==> config.mk <==
export PLATFORM = sky130hd
export DESIGN_NAME = cc20ks_emit
export DESIGN_NICKNAME = d
export VERILOG_FILES = /design/src/rtl/cc20ks_pkg.sv /design/src/rtl/cc20ks_emit.sv
export VERILOG_INCLUDE_DIRS = /design/src /design/src/rtl
export SDC_FILE = /design/constraint.sdc
export NUM_CORES = 2
export LEC_CHECK = 0
export ABC_AREA = 1
export ABC_CLOCK_PERIOD_IN_PS = 36800
export BUFFER_PORTS_ARGS = -buffer_cell sky130_fd_sc_hd__buf_2
export CAP_MARGIN = 20
export CORE_AREA = 8 8 405 407
export CTS_CLUSTER_SIZE = 16
export DETAILED_ROUTE_END_ITERATION = 10
export DIE_AREA = 0 0 413 415
export GPL_TIMING_DRIVEN = 0
export PLACE_DENSITY = 0.58
export SLEW_MARGIN = 20
export SYNTH_ARGS = -nofsm -noshare
export SYNTH_HDL_FRONTEND = slang
export SYNTH_SLANG_ARGS = --single-unit
==> constraint.sdc <==
create_clock -name clk -period 36.8 [get_ports clk]
set_clock_uncertainty 0.15 [all_clocks]
set_input_delay 7.36 -clock clk [delete_from_list [all_inputs] [get_ports clk]]
set_output_delay 7.36 -clock clk [all_outputs]
set_load 0.05 [all_outputs]
==> src/rtl/chacha20_keystream_block_assert.svh <==
// Assertion macros for the keystream block RTL.
// Needs a clock named clk and an active-low reset named rst_n in the using module.
`ifndef CHACHA20_KEYSTREAM_BLOCK_ASSERT_SVH
`define CHACHA20_KEYSTREAM_BLOCK_ASSERT_SVH

`ifndef SYNTHESIS

// expr holds at every edge outside reset
`define CC20KS_ASSERT_ALWAYS(label, expr, msg) \
  label: assert property (@(posedge clk) disable iff (!rst_n) (expr)) else $error(msg);

// ante at one edge implies cons at the next
`define CC20KS_ASSERT_NEXT(label, ante, cons, msg) \
  label: assert property (@(posedge clk) disable iff (!rst_n) (ante) |=> (cons)) \
    else $error(msg);

`else

`define CC20KS_ASSERT_ALWAYS(label, expr, msg)
`define CC20KS_ASSERT_NEXT(label, ante, cons, msg)

`endif

`endif

==> src/rtl/cc20ks_pkg.sv <==
// Shared types and constants for the keystream block.
// No dependencies.
`default_nettype none

package cc20ks_pkg;

  localparam int WORD_W     = 32;
  localparam int NUM_WORDS  = 16;
  localparam int IDX_W      = 4;
  localparam int ROUNDS_DEF = 20;

  localparam int CFG_ADDR_W = 3;
  localparam int CFG_DATA_W = 64;

  localparam int IN_TDATA_W  = 32;
  localparam int OUT_TDATA_W = 40;

  localparam logic [CFG_ADDR_W-1:0] REG_KEY_01   = 3'd0;
  localparam logic [CFG_ADDR_W-1:0] REG_KEY_23   = 3'd1;
  localparam logic [CFG_ADDR_W-1:0] REG_KEY_45   = 3'd2;
  localparam logic [CFG_ADDR_W-1:0] REG_KEY_67   = 3'd3;
  localparam logic [CFG_ADDR_W-1:0] REG_NONCE_01 = 3'd4;
  localparam logic [CFG_ADDR_W-1:0] REG_NONCE_2  = 3'd5;

  localparam logic [IDX_W-1:0] LAST_IDX = 4'd15;

  typedef logic [WORD_W-1:0] word_t;
  typedef logic [NUM_WORDS-1:0][WORD_W-1:0] state_t;

  typedef struct packed {
    word_t  ctr;
    state_t st;
  } cell_data_t;

  localparam word_t SIGMA_0 = 32'h61707865;
  localparam word_t SIGMA_1 = 32'h3320646e;
  localparam word_t SIGMA_2 = 32'h79622d32;
  localparam word_t SIGMA_3 = 32'h6b206574;

endpackage

`default_nettype wire

==> src/rtl/cc20ks_emit.sv <==
// Output stage: adds the initial state to the final state and shifts out 16 words.
// Depends on cc20ks_pkg and the assertion macro header.
`default_nettype none
`include "chacha20_keystream_block_assert.svh"

module cc20ks_emit (
  input  logic                      clk,
  input  logic                      rst_n,
  input  logic                      in_valid,
  output logic                      in_ready,
  input  cc20ks_pkg::state_t        final_st,
  input  cc20ks_pkg::state_t        init_st,
  output logic                      out_valid,
  input  logic                      out_ready,
  output logic [cc20ks_pkg::IDX_W-1:0] out_index,
  output cc20ks_pkg::word_t         out_word,
  output logic                      out_last
);

  import cc20ks_pkg::*;

  logic             full_r;
  logic [IDX_W-1:0] idx_r;
  state_t           ks_r;
  state_t           ks_nxt;
  logic             out_fire;

  always_comb begin
    for (int i = 0; i < NUM_WORDS; i++) begin
      ks_nxt[i] = final_st[i] + init_st[i];
    end
  end

  assign out_valid = full_r;
  assign out_index = idx_r;
  assign out_word  = ks_r[0];
  assign out_last  = (idx_r == LAST_IDX);
  assign out_fire  = full_r && out_ready;
  assign in_ready  = !full_r || (out_ready && idx_r == LAST_IDX);

  always_ff @(posedge clk) begin
    if (!rst_n) begin
      full_r <= 1'b0;
      idx_r  <= '0;
    end else begin
      if (in_valid && in_ready) begin
        full_r <= 1'b1;
        idx_r  <= '0;
        ks_r   <= ks_nxt;
      end else if (out_fire) begin
        ks_r <= {word_t'(0), ks_r[NUM_WORDS-1:1]};
        if (idx_r == LAST_IDX) begin
          full_r <= 1'b0;
          idx_r  <= '0;
        end else begin
          idx_r <= idx_r + 1'b1;
        end
      end
    end
  end

  `CC20KS_ASSERT_ALWAYS(a_idle_index_zero, full_r || idx_r == '0,
    "word index not cleared while empty")
  `CC20KS_ASSERT_NEXT(a_index_advances, out_fire && idx_r != LAST_IDX,
    full_r && idx_r == $past(idx_r) + 1'b1, "word index did not advance")
  `CC20KS_ASSERT_NEXT(a_stall_holds, full_r && !out_ready,
    full_r && $stable(idx_r) && $stable(ks_r), "output changed while stalled")

endmodule

`default_nettype wire

==> results.cfg <==
[cells_and_area]
fillCellCount = 17000
syn_to_final_growth_pct = 17.8
final_common_cell = nand2_1
final_cells = 12900
nets = 12300
layout_common_cells = 4282 x nand2_1, 1705 x inv_1, 1096 x buf_2, 700 x nand3_1, 659 x nor2_1
drive_above_1_share_pct = 12.1

[sta]
max_freq_ghz = 0.0642
slew-limit-headroom_pct = 28.9
hold_viol = 0
setup_viol = 0
layout_setup_ws_ns = 21.21
worstMarginPinSlew_ns = 1.06
drv_slew = 0
rsz0062_at_grt = false
period_share_pct = 42.4
min_period_ns = 15.59

[worst_setup_path]
crit_buf_inv = 2
cpLargestDelayFamily = buffers and inverters
cp.arrival_ns = 8.08
path_cells = buf_2 -> nand2_2 -> nand2_4 -> buf_2
required_ns = 29.29
critPathLaunch = out_ready
cp_max_fo = 3
critPathMostFrequentCell = buf_2
r2r_cells = 10
cpMaxStageDelayCell = buf_2
critPathCaptureType = output pin
slowest_delay_ns = 0.35
timing.rr.end = out_word[2]
reg2reg_slack_ns = 33.30
startpoint_type = input port
r2r-start = out_index[0]
path_class = in2out

[global_routing]
grt-busiest-layer = met2
antenna_found_initial = 31
grt_util_all_layers_pct = 28.8
grt_pass1_wl_um = 379000
met1_usage_pct = 38.0
overflow = 0
use_met2_pct = 48.4
grt_pass1_vias = 60900
met3_usage_pct = 3.32
grt_max_degree = 30

[detailed_routing]
drt_wl_total_um = 259000
drc = 0
avgViaCountPerCell = 4.96
dr.pass1.iters = 8
vias = 64000
postRouteAntennaNets = 0
routedWlPerCell_um = 20.1
first_iter_violations = 5975

[clocking]
clockBufferDepth = 3
root_buffer = clkbuf_16
cts_setup_buffers = 0
clkTransAtPathRegs_ns = 0.06
cts_max_level = 2
cts_buffers = 59
cts_sinks = 517
ctsResizeCount = 0
cts_tree = built
clk_latency_ns = 0.65
cts_hold_buf = 0

[floorplanning]
dieArea_mm2 = 0.171
rows = 146
floorplan.initialDensity_pct = 37.0
die_h_um = 415
ios = 1067
core_mm2 = 0.157
die_x_um = 413

[logic_synthesis]
ys_async_sr_fraction_pct = 0
yosys_warnings = 0
avgSynthCellArea_um2 = 6.07
synth_cells = 9610
netlist_area_mm2 = 0.0583
synth_sequential_area_ratio_pct = 26.5
synthesis.nets = 11200
netlist-cell-type-count = 34
synth_edf_count = 512
synth-seq-cells = 517
synth-main-ff-cell = edfxtp_1

[worst_hold_path]
holdPathStages = 2
holdCritPathClass = reg2reg
hold_start = out_index[1]
worstHoldEndpoint = out_index[1]

[placement]
hpwlAfterDp_um = 227000
place_congestion = 1.01
portBuffers = 1066
dp_cells = 12800
dpl_worst_slack_ns = 21.25

[flow_run]
maxCapViolCount = 0

[pwr]
leakage_nw = 39.2
switching_share_pct = 39.3
p_sw_uw = 871
powerDensity_mw_per_mm2 = 32.2
power_frac_clock_pct = 26.4
p_seq_share_pct = 32.5
combinationalPowerShare_pct = 41.1
ir_drop_mv = 0.0376
power.internal_mw = 1.34

[outcome]
status = finished, final reports clean
==> layout make-up <==
type,count,area (µm²),area share [%]
tap,2072,2590,3.77
antenna,19,47.5,0.0692
multi-input combinational,7244,35400,51.5
clock buffer,70,1540,2.24
timing repair buffer,1089,5870,8.55
inverter,1707,6410,9.33
buffer,142,1070,1.56
sequential,517,15500,22.5
clock inverter,33,342,0.497
==> kinds of logic after synthesis <==
group	count (synthesis)	synth area share (%)
AOI/OAI and AO/OA	681	6.16
xor gates and xnor gates	235	3.53
adders and majority gates	513	11.2
buffers and inverters	1849	12.8
DFF	517	26.5
and+or+nand+nor	5815	39.7
==> worst min-delay path, stage by stage, from the launching register on <==
cell	delay, ns
dfxtp_1	0.33
nand2_1	0.07
a21oi_1	0.05
==> layer usage <==
layer | vias to the layer above | wire [µm]
met5 | - | 46
met4 | 8 | 11100
met3 | 361 | 18500
met2 | 2385 | 119000
met1 | 29000 | 110000
li1 | 32200 | -
==> sequential cells by signal (all words and copies together) (netlist names) <==
signal / flops
out_valid: 1
ks_r: 480
out_index: 4
out_word: 32
==> metrics by stage <==
step / power (mW) / hold slack, ns / TNS, ns / util, % / instance area (µm²)
after floorplan: 1.30 / 0.344 / 0 / - / 58300
after global placement: 1.66 / 0.343 / -1606.63 / 42.1 / 66200
after detailed placement: 1.63 / 0.342 / 0 / 42.4 / 66800
after CTS: 2.22 / 0.350 / 0 / 43.6 / 68600
after global routing: 2.34 / 0.369 / 0 / 43.6 / 68700
final: 2.22 / 0.350 / 0 / 43.6 / 68700
==> cell usage after synthesis (50+ instances only) <==
library cell  count  area [µm²]
nand2_1        4282       16100
inv_1          1705        6400
nand3_1         700        3500
nor2_1          660        2480
edfxtp_1        512       15400
ha_1            497        6220
a21oi_1         361        1810
o21ai_0         248        1240
xnor2_1         220        1930
nand3b_1         59         443
nor3_1           56         280
o21bai_1         50         375
==> power groups by stage <==
| stage | Sequential (mW) | Clock [mW] | Combinational [mW] |
|---|---|---|---|
| 2_1_floorplan | 0.754 | 0 | 0.549 |
| 4_1_cts | 0.720 | 0.597 | 0.902 |
| 5_1_grt | 0.723 | 0.618 | 1.00 |
| 3_5_place_dp | 0.732 | 0 | 0.897 |
| 3_3_place_gp | 0.771 | 0 | 0.884 |
| 6_report | 0.720 | 0.585 | 0.910 |
==> worst max-delay path by stage <==
stage | end | slack (ns) | cells past startpoint
after floorplan | ks_r[100] | 6.30 | 4
after CTS | in_ready | 21.24 | 4
final | in_ready | 21.21 | 4
after global placement | ks_r[381] | -3.25 | 5
after global routing | in_ready | 21.23 | 4
after detailed placement | in_ready | 21.25 | 4
Power figures use the tool's default switching activity.
