### config.mk
export PLATFORM = sky130hd
export DESIGN_NAME = cc20ks_round_cell
export DESIGN_NICKNAME = d
export VERILOG_FILES = /design/src/rtl/cc20ks_pkg.sv /design/src/rtl/cc20ks_round_cell.sv
export VERILOG_INCLUDE_DIRS = /design/src /design/src/rtl
export SDC_FILE = /design/constraint.sdc
export NUM_CORES = 2
export LEC_CHECK = 0
export BUFFER_PORTS_ARGS = -buffer_cell sky130_fd_sc_hd__buf_2
export CORE_AREA = 2 2 422 424
export DETAILED_ROUTE_END_ITERATION = 10
export DIE_AREA = 0 0 424 426
export PLACE_DENSITY_LB_ADDON = 0.3
export RECOVER_POWER = 50
export SLEW_MARGIN = 20
export SYNTH_ARGS = -nofsm -noshare
export SYNTH_HDL_FRONTEND = slang
export SYNTH_SLANG_ARGS = --single-unit
### constraint.sdc
create_clock -name clk -period 24.2 [get_ports clk]
set_input_delay 1.21 -clock clk [delete_from_list [all_inputs] [get_ports clk]]
set_output_delay 1.21 -clock clk [all_outputs]
set_load 0.03 [all_outputs]
### src/rtl/chacha20_keystream_block_assert.svh
// Assertion macros for the keystream block RTL.
// Needs a clock named clk and an active-low reset named rst_n in the using module.
`ifndef CHACHA20_KEYSTREAM_BLOCK_ASSERT_SVH
`define CHACHA20_KEYSTREAM_BLOCK_ASSERT_SVH

`ifndef SYNTHESIS

// expr holds at every edge outside reset
`define CC20KS_ASSERT_ALWAYS(label, expr, msg) \
  label: assert property (@(posedge clk) disable iff (!rst_n) (expr)) else $error(msg);

// ante at one edge implies cons at the next
`define CC20KS_ASSERT_NEXT(label, ante, cons, msg) \
  label: assert property (@(posedge clk) disable iff (!rst_n) (ante) |=> (cons)) \
    else $error(msg);

`else

`define CC20KS_ASSERT_ALWAYS(label, expr, msg)
`define CC20KS_ASSERT_NEXT(label, ante, cons, msg)

`endif

`endif

### src/rtl/cc20ks_pkg.sv
// Shared types and constants for the keystream block.
// No dependencies.
`default_nettype none

package cc20ks_pkg;

  localparam int WORD_W     = 32;
  localparam int NUM_WORDS  = 16;
  localparam int IDX_W      = 4;
  localparam int ROUNDS_DEF = 20;

  localparam int CFG_ADDR_W = 3;
  localparam int CFG_DATA_W = 64;

  localparam int IN_TDATA_W  = 32;
  localparam int OUT_TDATA_W = 40;

  localparam logic [CFG_ADDR_W-1:0] REG_KEY_01   = 3'd0;
  localparam logic [CFG_ADDR_W-1:0] REG_KEY_23   = 3'd1;
  localparam logic [CFG_ADDR_W-1:0] REG_KEY_45   = 3'd2;
  localparam logic [CFG_ADDR_W-1:0] REG_KEY_67   = 3'd3;
  localparam logic [CFG_ADDR_W-1:0] REG_NONCE_01 = 3'd4;
  localparam logic [CFG_ADDR_W-1:0] REG_NONCE_2  = 3'd5;

  localparam logic [IDX_W-1:0] LAST_IDX = 4'd15;

  typedef logic [WORD_W-1:0] word_t;
  typedef logic [NUM_WORDS-1:0][WORD_W-1:0] state_t;

  typedef struct packed {
    word_t  ctr;
    state_t st;
  } cell_data_t;

  localparam word_t SIGMA_0 = 32'h61707865;
  localparam word_t SIGMA_1 = 32'h3320646e;
  localparam word_t SIGMA_2 = 32'h79622d32;
  localparam word_t SIGMA_3 = 32'h6b206574;

endpackage

`default_nettype wire

### src/rtl/cc20ks_round_cell.sv
// One round cell of the chain: runs one column or diagonal round in four steps.
// Depends on cc20ks_pkg and the assertion macro header.
`default_nettype none
`include "chacha20_keystream_block_assert.svh"

module cc20ks_round_cell #(
  parameter bit DIAG = 1'b0
) (
  input  logic                   clk,
  input  logic                   rst_n,
  input  logic                   in_valid,
  output logic                   in_ready,
  input  cc20ks_pkg::cell_data_t in_data,
  output logic                   out_valid,
  input  logic                   out_ready,
  output cc20ks_pkg::cell_data_t out_data
);

  import cc20ks_pkg::*;

  typedef enum logic [1:0] {
    S_IDLE,
    S_RUN,
    S_HOLD
  } cell_state_t;

  localparam logic [1:0] STEP_A16 = 2'd0;
  localparam logic [1:0] STEP_C12 = 2'd1;
  localparam logic [1:0] STEP_A8  = 2'd2;
  localparam logic [1:0] STEP_C7  = 2'd3;

  function automatic word_t rotl(word_t v, int n);
    return (v << n) | (v >> (WORD_W - n));
  endfunction

  function automatic state_t round_step(state_t s, logic [1:0] step);
    state_t      r;
    logic [3:0]  ai;
    logic [3:0]  bi;
    logic [3:0]  ci;
    logic [3:0]  di;
    word_t       sum;
    r = s;
    for (int q = 0; q < 4; q++) begin
      ai = 4'(q);
      bi = 4'(4 + (DIAG ? ((q + 1) & 3) : q));
      ci = 4'(8 + (DIAG ? ((q + 2) & 3) : q));
      di = 4'(12 + (DIAG ? ((q + 3) & 3) : q));
      unique case (step)
        STEP_A16: begin
          sum   = r[ai] + r[bi];
          r[ai] = sum;
          r[di] = rotl(r[di] ^ sum, 16);
        end
        STEP_C12: begin
          sum   = r[ci] + r[di];
          r[ci] = sum;
          r[bi] = rotl(r[bi] ^ sum, 12);
        end
        STEP_A8: begin
          sum   = r[ai] + r[bi];
          r[ai] = sum;
          r[di] = rotl(r[di] ^ sum, 8);
        end
        STEP_C7: begin
          sum   = r[ci] + r[di];
          r[ci] = sum;
          r[bi] = rotl(r[bi] ^ sum, 7);
        end
        default: begin
          sum = '0;
        end
      endcase
    end
    return r;
  endfunction

  cell_state_t state_r;
  logic [1:0]  step_r;
  cell_data_t  data_r;

  assign in_ready  = (state_r == S_IDLE);
  assign out_valid = (state_r == S_HOLD);
  assign out_data  = data_r;

  always_ff @(posedge clk) begin
    if (!rst_n) begin
      state_r <= S_IDLE;
      step_r  <= STEP_A16;
    end else begin
      unique case (state_r)
        S_IDLE: begin
          if (in_valid) begin
            state_r <= S_RUN;
            step_r  <= STEP_A16;
            data_r  <= in_data;
          end
        end
        S_RUN: begin
          data_r.st <= round_step(data_r.st, step_r);
          step_r    <= step_r + 2'd1;
          if (step_r == STEP_C7) begin
            state_r <= S_HOLD;
          end
        end
        S_HOLD: begin
          if (out_ready) begin
            state_r <= S_IDLE;
          end
        end
        default: begin
          state_r <= S_IDLE;
        end
      endcase
    end
  end

  `CC20KS_ASSERT_NEXT(a_load_starts_run, in_valid && in_ready,
    state_r == S_RUN && step_r == STEP_A16, "cell load did not start a round")
  `CC20KS_ASSERT_NEXT(a_last_step_holds, state_r == S_RUN && step_r == STEP_C7,
    state_r == S_HOLD, "cell did not hold after the last step")
  `CC20KS_ASSERT_NEXT(a_hold_keeps_data, out_valid && !out_ready,
    out_valid && $stable(data_r), "cell data changed while stalled")
  `CC20KS_ASSERT_ALWAYS(a_run_not_ready, state_r != S_RUN || (!in_ready && !out_valid),
    "cell handshakes while running")

endmodule

`default_nettype wire

==> flow_summary.yaml <==
synth:
  syn_avg_cell_area_um2: 9.156
  synth-seq-area-share_pct: 41.21
  synth.ff_latch_count: 548
  syn_area_mm2: 0.03984
  synth_ff_type: "edfxtp_1"
  yosysUniqueCellTypes: 83
  synth_edf_count: 544
  syn_nets: 5159
  async_flop_share_pct: 0
  ys_warn_count: 0
  netlist_instances: 4351
power:
  power.internal_mw: 2.497
  p_clk_share_pct: 28.3
  p_leak_nw: 20.51
  swShare_pct: 43.55
  p_sw_mw: 1.926
  p_comb_share_pct: 41.9
  powerDensity_mw_per_mm2: 88.83
  ir_drop_uv: 50.08
  seqPwrFrac_pct: 29.9
critical_path:
  required_ps: 24640
  r2r-start: "state_r[1]"
  arrival_ps: 12590
  cp.buffers_inverters: 3
  critPathLaunchType: "flip-flop"
  crit_type: "reg2reg"
  critPathTopFamily: "buffers and inverters"
  crit_path_frequent_cell: "buf_4"
  end_kind: "flip-flop"
  r2r_end: "out_data[223]"
  cpPeakStageDelay_ps: 6310
  worstPathMaxFanout: 194
  r2r.worst_path.cells: 6
  cp_slowest_cell: "clkbuf_1"
  rrSetupSlack_ps: 12040
  path_cells: "nand2b_1 > clkbuf_1 > buf_4 > buf_4 > nand2_1 > o41ai_1"
clock_network:
  cts_resized: 0
  htreeDepth: 3
  clkLatencyLatePin_ps: 740
  clockBufferDepth: 3
  clk_pin_slew_worst_paths_ps: 70
  cts_tree: "done"
  ctsHoldBuffers: 0
  clock_sinks: 548
  cts-buffers-inserted: 79
  cts_setup_buffers: 0
  clockRootBuffer: "clkbuf_16"
global_routing:
  grt_pass1_vias: 38396
  grt_first_pass_wirelength_um: 319700
  antenna_found_initial: 41
  grt-ovfl-total: 0
  track_usage_pct: 25.37
  grt_max_degree: 195
job:
  cap_violations: 11
die:
  ioPinCount: 1094
  core_mm2: 0.1757
  start_util_pct: 22.67
  die_w_um: 424
  rows: 154
  dieArea_mm2: 0.1806
  die_h_um: 426
final_layout:
  postLayoutCoreUtil_pct: 28.34
  finalNonFillerCells: 7772
  nets: 6160
  fill_cells: 19210
  final_layout_size_suffix_gt1_share_pct: 13.83
  area_growth_pct: 24.99
worst_hold_path:
  hold_path_end: "step_r[1]"
  hp-start: "step_r[1]"
  whs_path_depth: 2
  hold_path_class: "reg2reg"
sta:
  tns_ps: 0
  drv_slew: 821
  slew_headroom_pct: -502.5
  clock_skew_ps: 43.45
  setup_viol: 0
  max_freq_ghz: 0.08227
  period_share_pct: 50.23
  worst_pin_slew_ps: 9037
  min_period_ps: 12160
  hold_viol_final: 0
  worst_slack_ps: 12040
  rsz0062_at_grt: "false"
placed_design:
  io_buffers: 1093
  place_ws_ps: 19370
  finalWeightedCongestion: 1.004
  dp_hpwl_um: 196900
  place_inst: 7611
detailed_routing:
  drt-initial-drc-count: 4286
  drt-wirelength-per-cell_um: 31.07
  drc: 0
  first_pass_iters: 5
  viasPerCell: 5.170
  route.vias.total: 40180
  finalWirelength_um: 241500
  ant_nets: 0
run_status:
  violations: "max-capacitance violations, max-slew violations"
  outcome: "complete, but fails checks"
==> registers in the layout, indices dropped and copies added, names as in the netlist <==
register and flops:
out_data 544, state_r 2, step_r 2
==> power groups by stage <==
stage | sequential (mW) | clock, mW | combinational [mW]
3_3_place_gp | 1.33 | 0 | 1.84
4_1_cts | 1.31 | 1.27 | 1.84
5_1_grt | 1.32 | 1.30 | 1.96
2_1_floorplan | 1.43 | 0 | 0.975
6_report | 1.32 | 1.25 | 1.85
3_5_place_dp | 1.33 | 0 | 1.83
==> worst register-to-register path: stages (launching register included) <==
cell and delay (ps):
dfxtp_1 440, nand2b_1 2190, clkbuf_1 6310, buf_4 1570, buf_4 750, nand2_1 410, o41ai_1 220
==> worst max-delay path by stage <==
stage / start / endpoint / slack (ps) / cells past startpoint
global placement: out_data[448] / out_data[193] / 19350 / 12
CTS: out_data[448] / out_data[193] / 19310 / 12
global route: state_r[1] / out_data[223] / 10860 / 6
floorplan: in_valid / out_data[128] / 15610 / 3
finish: state_r[1] / out_data[223] / 12040 / 6
detailed placement: out_data[450] / out_data[193] / 19370 / 11
==> cell usage after synthesis (9+ instances only) <==
library cell | number | share of area [%]
nand3_1 | 56 | 0.70
a2111oi_0 | 9 | 0.20
a31oi_1 | 34 | 0.53
ha_1 | 252 | 7.9
o21bai_1 | 42 | 0.79
nand2b_1 | 21 | 0.33
buf_1 | 23 | 0.22
a21o_1 | 152 | 2.9
a211o_1 | 12 | 0.26
inv_1 | 69 | 0.65
nor2b_1 | 16 | 0.25
nor2_1 | 243 | 2.3
o211ai_1 | 35 | 0.66
nor3_1 | 40 | 0.50
edfxtp_1 | 544 | 41
o21ai_0 | 457 | 5.7
xnor3_1 | 21 | 1.2
a221o_1 | 11 | 0.28
clkbuf_1 | 188 | 1.8
o221ai_1 | 29 | 0.64
mux2_2 | 9 | 0.25
mux2i_1 | 35 | 0.88
a22oi_1 | 10 | 0.19
o21a_1 | 23 | 0.43
a21boi_0 | 10 | 0.19
nand4_1 | 32 | 0.50
a211oi_1 | 32 | 0.60
nand2_1 | 908 | 8.6
o31ai_1 | 10 | 0.19
and2_1 | 18 | 0.28
xor2_1 | 202 | 4.4
and3_1 | 27 | 0.42
a21oi_1 | 353 | 4.4
xnor2_1 | 270 | 5.9
==> layer usage <==
metal	wire length (um)	GRT usage [%]	up-vias
met1	100100	32.73	19976
met3	17800	4.764	392
li1	-	-	17837
met2	112200	41.02	1965
met4	11300	11.49	10
met5	56	0	-
==> layout by cell type, fill, tap and decap left out, drive strengths merged, types with 11 or more instances in the layout <==
| master | count |
|---|---|
| a221o | 11 |
| nor2b | 16 |
| diode | 18 |
| edfxtp | 544 |
| o21a | 23 |
| inv | 73 |
| o21bai | 42 |
| a31oi | 34 |
| mux2i | 35 |
| xor2 | 203 |
| bufinv | 11 |
| clkinv | 33 |
| nand2 | 908 |
| a211o | 12 |
| o21ai | 465 |
| o221ai | 29 |
| o211ai | 35 |
| nand2b | 21 |
| clkbuf | 636 |
| and2 | 18 |
| a211oi | 32 |
| a21o | 152 |
| nor3 | 40 |
| nor2 | 243 |
| a21oi | 355 |
| nand3 | 56 |
| ha | 252 |
| buf | 585 |
| xnor3 | 21 |
| and3 | 27 |
| xnor2 | 270 |
| nand4 | 32 |
==> stage by stage <==
stage / total power [mW] / area, um2 / hold slack (ps)
after floorplan: 2.409 / 39840 / 490.4
final: 4.423 / 49790 / 567.3
after global routing: 4.588 / 49780 / 616.6
after detailed placement: 3.163 / 47890 / 582.6
after global placement: 3.170 / 47890 / 582.4
after CTS: 4.430 / 50540 / 597.4
==> cell type report <==
cell class	count	area, um2	share of cell area (%)
multi-input cells	3522	22420	45.03
flip-flops and latches	548	16420	32.97
repair buffers	1131	5065	10.17
well taps	2340	2928	5.880
clock buffers	90	2082	4.181
clock inverters	53	569.3	1.143
inverters	70	266.5	0.5352
diodes	18	45.04	0.09046
==> cell families after synthesis <==
kind of cell | synth area share, %
and+or+nand+nor | 14.63
muxes | 1.162
xor gates and xnor gates | 11.96
buffers and inverters | 2.648
AOI/OAI and AO/OA | 20.08
DFF | 41.21
adders and majority gates | 8.317
Power figures use the tool's default switching activity.
